[src/hw/rtl/mqf_ram.sv]
// Generic single-write, single-read synchronous RAM with registered read data.
module mqf_ram #(
	parameter int WIDTH = 32,
	parameter int DEPTH = 16
) (
	input  logic                                  clk,
	input  logic                                  we,
	input  logic [(DEPTH > 1 ? $clog2(DEPTH) : 1)-1:0] waddr,
	input  logic [WIDTH-1:0]                      wdata,
	input  logic                                  re,
	input  logic [(DEPTH > 1 ? $clog2(DEPTH) : 1)-1:0] raddr,
	output logic [WIDTH-1:0]                      rdata
);

	logic [WIDTH-1:0] mem_q [DEPTH];

	always_ff @(posedge clk) begin
		if (we) begin
			mem_q[waddr] <= wdata;
		end
		if (re) begin
			rdata <= mem_q[raddr];
		end
	end

endmodule

[config.mk]
export PLATFORM = sky130hd
export DESIGN_NAME = mqf_ram
export DESIGN_NICKNAME = d
export VERILOG_FILES = /design/src/hw/rtl/mqf_ram.sv
export SDC_FILE = /design/constraint.sdc
export NUM_CORES = 1
export LEC_CHECK = 0
export ABC_AREA = 1
export BUFFER_PORTS_ARGS = -buffer_cell sky130_fd_sc_hd__buf_2
export CORE_MARGIN = 5
export CORE_UTILIZATION = 50
export CTS_CLUSTER_DIAMETER = 100
export DETAILED_ROUTE_END_ITERATION = 12
export GPL_TIMING_DRIVEN = 0
export PLACE_DENSITY = 0.66
export SLEW_MARGIN = 20
export SYNTH_ARGS = -nofsm -noshare
export SYNTH_HDL_FRONTEND = slang
export SYNTH_SLANG_ARGS = --single-unit
[constraint.sdc]
create_clock -name clk -period 3 [get_ports clk]
set_clock_uncertainty 0.2 [all_clocks]
set_input_delay 0.15 -clock clk [delete_from_list [all_inputs] [get_ports clk]]
set_output_delay 0.15 -clock clk [all_outputs]
set_load 0.02 [all_outputs]
### After elaboration in Yosys (flattened, before gate mapping)

Memory sizes are Yosys's and may differ from the RTL's. A register that Yosys moved wholly into a read port is not among the register bits.
Index checks and enable logic that the tools add are counted.

| word-level totals | value |
|---|---|
| bits in registers | 0 |
| bits in writable memories | 512 |
| input bits | 43 |
| word-level logic and storage cells | 3 |
| memories | 1 |

| cells by class | value |
|---|---|
| mux-type cells | 2 |

Memory list:

| memory | words | bits a word | rd ports | clocked after Yosys merged registers in | wr ports | RTL line | source |
|---|---|---|---|---|---|---|---|
| mem_q | 16 | 32 | 1 | 1 | 1 | 15 | `logic [WIDTH-1:0] mem_q [DEPTH];` |

Operators by type and width:

| operator | number |
|---|---|
| 2-to-1 mux 1 bit | 2 |

### Longest topological paths before layout

Gate-level depths: netlist (run 1).

| depth | value |
|---|---|
| depth after elaboration | 2 |
| gate-level depth with buffers | 10 |
| mapped depth without buffers | 7 |

### Worst setup path before layout (run 1)

No wires, ideal clock.

| timing path | value |
|---|---|
| path type | input to register |
| start point | input waddr[2] (netlist bit) |
| end point | memory mem_q[10][0], enable pin |
| setup time | 0.421 ns |
| arrival time | 1.722 ns |
| data required time | 2.379 ns |
| setup slack | 0.657 ns |
| stages on the path | 2 |
| cell sequence | nand3b_1 -> nor2_1 |

RTL lines:

| element | RTL line | source |
|---|---|---|
| start, declared | 8 | `input logic [(DEPTH > 1 ? $clog2(DEPTH) : 1)-1:0] waddr,` |
| end, declared | 15 |  |

No word-level cell before the write port.

==> results of run 1 <==
==> worst reg2reg max path: stages (launching register included) <==
cell,delay (ns)
edfxtp_1,0.37
inv_1,0.06
nand2_1,0.05
nand3_1,0.08
nand3_1,0.09
nand3_1,0.17
nand2_1,0.10
==> cell families (layout without fill, tap and decap cells) <==
kind of cell / count (synthesis) / count (layout) / synth area share, %
buf+inv: 495 / 723 / 9.407
flops: 544 / 544 / 70.87
simple gates: 1081 / 1081 / 19.73
==> cells in the mapped netlist (all sizes together) <==
| cell | count | area share (%) |
|---|---|---|
| nand2 | 677 | 11 |
| edfxtp | 544 | 71 |
| inv | 390 | 6.4 |
| nand3 | 385 | 8.4 |
| buf | 91 | 2.8 |
| nor2 | 17 | 0.28 |
| clkbuf | 14 | 0.23 |
| nand3b | 2 | 0.065 |
==> registers in the layout, indices dropped and copies added, names as in the netlist <==
register,flops
mem_q,512
rdata,32
==> area by class of cell <==
cell class	count	area share (%)
sequential	544	60.74
multi-input combinational	1081	17.35
inverter	390	5.452
clock buffer	63	5.387
timing repair buffer	126	4.429
tap	600	2.791
buffer	105	2.610
clock inverter	39	1.237
==> per-stage QoR <==
stage | power (uW) | utilization [%] | hold WS (ns) | worst slack (ns)
6_report | 16610 | 59.14 | 0.09884 | 0.8270
5_1_grt | 17110 | 59.14 | 0.1375 | 0.8554
4_1_cts | 16650 | 59.14 | 0.1300 | 0.9409
3_5_place_dp | 9918 | 54.47 | 0.3349 | 0.8076
3_3_place_gp | 9852 | 53.13 | 0.3284 | -1.246
2_1_floorplan | 9391 | - | 0.04887 | 0.6573
==> path summary, 6_finish.rpt <==
| check | startpoint | end | slack [ns] | depth (start not counted) |
|---|---|---|---|---|
| max | raddr[2] | rdata[15] | 0.83 | 7 |
| min | re | rdata[0] | 0.1 | 1 |
| max reg2reg | mem_q[15][10] | rdata[10] | 1.62 | 6 |
| min reg2reg | mem_q[12][25] | rdata[25] | 0.54 | 6 |
==> power by group through the flow <==
stage	clock network [uW]	logic (uW)	registers, uW
3_5_place_dp	0	1160	8760
5_1_grt	7200	1310	8610
2_1_floorplan	0	580	8810
3_3_place_gp	0	1090	8760
4_1_cts	6850	1200	8600
6_report	6810	1200	8600
==> timing repair <==
action	in CTS	in global routing
hold buffers	34	0
hold endpoints to repair	517	0
setup buffers	0	0
==> placed cells by master, fill, tap and decap left out, drive strengths merged <==
cell type / instances
dlygate4sd3: 34
clkbuf: 77
nor2: 17
nand2: 677
bufinv: 6
clkinv: 32
nand3: 385
inv: 390
buf: 183
nand3b: 2
edfxtp: 544
clkinvlp: 1
==> routing by layer <==
metal | vias up | track usage, %
li1 | 7247 | -
met3 | 132 | 4.725
met2 | 774 | 38.91
met4 | 0 | 9.173
met5 | - | 0
met1 | 7418 | 33.64
==> impl_results.md, run 1 <==
* CP Buf/Inv Count at 4
* Non-filler cells, final at ~2,900
* PostCTS Resize Cnt at 0
* Worst-path fanout max at 10
* Worst Path Class, Setup: in -> reg
* Total gr overflow at 0
* WL met2 at ~29,000 um
* Register share of total power at between 50% and 60%
* Die height at 224.7 um
* CP Launch Type: primary input
* Final Hold Fails at 0
* Post-DRT Antenna Nets at 0
* Fillers at 3,651
* Synth cell types at 14
* VDD IR max at ~0.00052 V
* Syn. warnings at 0
* CP max stage cell: clkbuf_1
* Metal3 WL at 5813 um
* Footprint of the multi-input gates at 0.004667 sq mm
* Full die area at just over 0.05 sq mm
* Part of the power in combinational logic at a little over 7%
* Max Slew Vio Count at 0
* Clock power share at 41.0%
* DR iter-0 viols at 1,731
* Post-synth net total at 2,163
* Final setup violation count at 0
* Starting Density at 50.69%
* Drt total wl at about 62,000 um
* Diode count at 0
* HPWL after detailed placement at about 40,000 um
* Core ar. at approximately 0.045 sq mm
* Die width at 224.7 um
* LEAKAGE at ~0.011 uW
* Vias in the first global route at between 15,000 and 20,000
* DR pass1 iterations at 6
* CTS tree: built
* IO Pins at 75
* Routed metal-1 wirelength at ~25,000 um
* Buffers on Ports at 72
* Bufs on Longest Clock Path at 3
* CTS Buf Count at between 50 and 60
* Via/cell ratio at roughly 5.3
* Internal Power at 12,870 uW
* Clock transition at path regs at around 0.06 ns
* Measured slew at the worst slew-check pin at 1.022 ns
* Pin count of the biggest net entering global routing at 33
* Critical path required time at 3.14 ns
* Top delay family on crit path: buffers and inverters
* Worst stage delay on the critical path at between 0.7 and 0.8 ns
* Outcome: finished, final reports clean
* Slew margin rel. at 31.89%
* Gate Count Post-Synth at 2,120
* WL/cell at about 21 um
* Max H-tree Level at 2
* Mean area per synthesized cell at between 10 and 15 sq um
* Post-Syn Area at about 0.023 sq mm
* RSZ-0062 raised after global routing: no
* DRC at 0
* Post-DP Area at between 0.02 and 0.025 sq mm
* Sequential Area at 0.01634 sq mm
* Clk Latency, worst-skew pair at about 0.6 ns
* Synth-to-layout area growth at 16.67%
* Global-route usage over all layers at 24.39%
* Setup TNS at 0 ns
* Crit path capture type: register
* Min cycle time layout at 2.173 ns
* Layout cells sized above 1 at between 10% and 20%
* Cells after DPL at 2,812
* PD cells at a little over 600 mW/mm^2
* Nets at around 2,300
* Maxcap violations at 0
* Global-route wire length before repair at a little over 90,000 um
* Seq/Total Area, Yosys at a little under three quarters
* Global placement routability congestion at roughly 0.82
* Peak Freq at between 400 and 500 MHz
* Final instance area at 0.02689 sq mm
* Register bit total from synthesis at between 500 and 600
* Vias after detailed routing at 15,571
* Cell Chain, Critical Path: dlygate4sd3_1 > buf_2 > buf_2 > clkbuf_1 > nand3_1 > nand3_1 > nand2_1
* Antenna violations before repair at 0
* Switching pwr at 3741 uW
* Sw Share at a little under a quarter
* Final period util at between 70% and 80%
* Hold WC Path Type: in -> reg
* Uppermost layer routed: met4
* Root Buffer Master: clkbuf_16
* Crit path DAT at 2.31 ns
* Clock sink count at approximately 540
* Row cnt at a little under 80
Note: power is estimated with default switching activity, not from simulation.
==> run 2: changes to the inputs <==
- ABC_AREA: 1 -> 0
- PLACE_DENSITY: 0.66 -> 0.69
- clock period: 3 -> 1.85 ns (I/O delays scaled with it)
==> run 2 against run 1 <==
Net effect: the flow now finishes with violations (hold timing); via count fell by 40%; synthesized cell count shrank 60%; setup slack worse by 0.76 ns; clock-buffer cell count shrank 3; sequential cell count unchanged; clock power up 50%; global-route usage is 4.5 points lower; register-to-register slack got worse by 1.5 ns; die area decreased by 12%; utilization up 0.90 points; critical path depth fell by 2; sequential power is 62% higher.
==> impl_results.md, run 2 <==
* Row cnt at 73 (-6.4%)
* Most frequent cells in the layout: edfxtp_1 (544), mux4_2 (128), buf_2 (76)
* LEAKAGE at 0.007693 uW (-33%)
* WL/cell at 27.10 um (+28%)
* Gate Count Post-Synth at 838 (-60%)
* Post-DRT Antenna Nets at 0 (unchanged)
* DR pass1 iterations at 5 (-1)
* Vias after detailed routing at 9,414 (-40%)
* Critical path required time at 1.96 ns (-1.18 ns)
* Slew margin rel. at 34.99% (+3.1 points)
* Top_reg_cell synth: edfxtp_1
* EDFF count, synth at 544 (unchanged)
* Crit path DAT at 1.90 ns (-0.41 ns)
* Die height at 210.9 um (-6.2%)
* Synth-to-layout area growth at 18.51%
* Via/cell ratio at 5.921 (+12%)
* Layout cells sized above 1 at 31.46% (+20 points)
* Buffers on Ports at 72 (unchanged)
* Most common cell after layout, fill and taps aside: edfxtp_1
* Worst-path fanout max at 10 (unchanged)
* Worst stage delay on the critical path at 0.75 ns (+0.04 ns)
* Hold WC Path Type: in -> reg
* DRC at 0 (unchanged)
* Global-route wire length before repair at 65,220 um (-29%)
* Bufs on Longest Clock Path at 3 (unchanged)
* Starting Density at 50.66% (about the same)
* Core ar. at 0.03982 sq mm (-12%)
* Global-route usage over all layers at 19.88% (-4.5 points)
* Syn. warnings at 0 (unchanged)
* Setup TNS at 0 ns (unchanged)
* CP Buf/Inv Count at 2 (-2)
* CTS Hold Bufs at 36 (+5.9%)
* Crit path capture type: register
* Measured slew at the worst slew-check pin at 0.9751 ns (-0.04657 ns)
* Maxcap violations at 0 (unchanged)
* Setup Buffers After CTS at 0 (unchanged)
* Failing checks: hold timing
* Seq/Total Area, Yosys at 80.97% (+10 points)
* Pin count of the biggest net entering global routing at 33 (unchanged)
* Cell Chain, Critical Path: buf_2 > buf_1 > mux4_2 > a22oi_1 > nand2_1
* Largest register FFs at 512 (unchanged)
* Final setup violation count at 0 (unchanged)
* CTS Buf Count at 52 (-5.5%)
* Top delay family on crit path: buffers and inverters
* RSZ-0062 raised after global routing: no
* Synth top cells by count: edfxtp_1 (544), mux4_2 (128), a22oi_1 (64)
* CP Launch Type: primary input
* Antenna violations before repair at 0 (unchanged)
* VDD IR max at 0.0007138 V (+36%)
* Total gr overflow at 0 (unchanged)
* CTS tree: built
* Max H-tree Level at 2 (unchanged)
* Area contributors post-synth: edfxtp_1 (81%), mux4_2 (14%), a22oi_1 (2.4%)
* Register bit total from synthesis at 544 (unchanged)
* Clock sink count at 544 (unchanged)
* Outcome: finished, violations left
* Synth cell types at 17 (+3)
* Peak Freq at 560.6 MHz
* Diode count at 0 (unchanged)
* Biggest register: mem_q
* Post-layout util at 60.04% (+0.90 points)
* Post-synth net total at 881 (-59%)
* HPWL after detailed placement at 26,730 um (-33%)
* Max Slew Vio Count at 0 (unchanged)
* Drt total wl at 43,090 um (-31%)
* CP max stage cell: buf_1
* Global placement routability congestion at 0.7081 (-14%)
* Stages on the worst setup path at 5 (-2)
* Vias in the first global route at 9,813 (-35%)
* Worst hold stages at 2 (+1)
* Post-Syn Area at 0.02017 sq mm (-12%)
* Die width at 210.9 um (-6.2%)
* Root Buffer Master: clkbuf_16
* Nets at 1,071 (-54%)
* R2R setup slack at 0.11 ns (-1.51 ns)
* R2R cell count at 3 (-3)
* Mean area per synthesized cell at 24.07 sq um (+120%)
* Largest registers: mem_q: 512 flops, rdata: 32 flops
* Clk Latency, worst-skew pair at 0.58 ns (-0.02 ns)
* Most frequent cell after synthesis: edfxtp_1
* Worst Path Class, Setup: in -> reg
* Synth top area share at 80.97% (+10 points)
* Clock transition at path regs at 0.06 ns (about the same)
* DR iter-0 viols at 932 (-46%)
* Min cycle time layout at around 1.8 ns
* PD cells at 1069 mW/mm^2 (+73%)
* Final period util at a little over nine tenths
* Min Hold Slack at -0.1067 ns (-0.2056 ns)
* Post-synth ARST share at 0% (unchanged)
* Full die area at 0.04447 sq mm (-12%)
* IO Pins at 75 (unchanged)
* Cell taking the most area after synthesis: edfxtp_1
* PostCTS Resize Cnt at 0 (unchanged)
* Final Hold Fails at 42 (+42)
[run 2: changes by cell type in the layout (fill, tap and decap cells not counted), moves of 9 or more]
cell,delta
nand3_1,-384
mux4_2,+128
inv_1,-388
a22oi_1,+64
nand2_1,-644
clkinv_1,-11
buf_6,-25
buf_2,-37
buf_8,+9
[run 2: path summary, 6_finish.rpt]
kind                                   start          end
worst max-delay path                raddr[1]    rdata[16]
worst min-delay path                waddr[0]  mem_q[0][9]
worst max register to register   mem_q[6][4]     rdata[4]
worst min register to register  mem_q[14][9]     rdata[9]
[run 2: through the flow]
stage | setup slack, ns | total power [uW] | hold slack [ns] | cell area [sq um] | cells
after global placement | -2.325 | 15470 | 0.2589 | 21230 | 1435
after CTS | 0.08644 | 25710 | -0.1267 | 23910 | 1590
after floorplan | -0.4703 | 14950 | -0.008631 | 20220 | 838
after global routing | 0.03213 | 26410 | -0.1035 | 23910 | 1590
final | 0.06615 | 25550 | -0.1067 | 23910 | 1590
after detailed placement | -0.4952 | 15570 | 0.2808 | 21920 | 1463
[run 2: kinds of logic after synthesis]
kind of cell           Yosys count  share of synthesized area, %
buffers and inverters           43                         1.104
muxes                          128                         14.29
and+or+nand+nor                 59                         1.253
DFF                            544                         80.97
AOI/OAI and AO/OA               64                         2.382
[run 2: power by group]
group	total (uW)	switching [uW]	internal (uW)	leakage [uW]
combinational	1400	830	567	0.00195
sequential	13900	64.6	13900	0.00494
clock	10200	4370	5840	0.000799
[run 2: layout make-up]
class / count / area (sq um)
timing repair buffer: 136 / 1316
clock inverter: 31 / 292.8
clock buffer: 60 / 1331
tap: 525 / 656.9
sequential: 544 / 16340
buffer: 43 / 222.7
fill: 2751 / 15910
multi-input combinational: 251 / 3754
[run 2: per-layer routing]
metal	routed length (um)	vias up	share of wire (%)	global-route usage (%)
met1	17320	4975	40	27.96
met3	2946	64	6.8	3.312
li1	-	3983	-	-
met5	0	-	0	0
met4	860	0	2.0	4.605
met2	21960	392	51	33.43
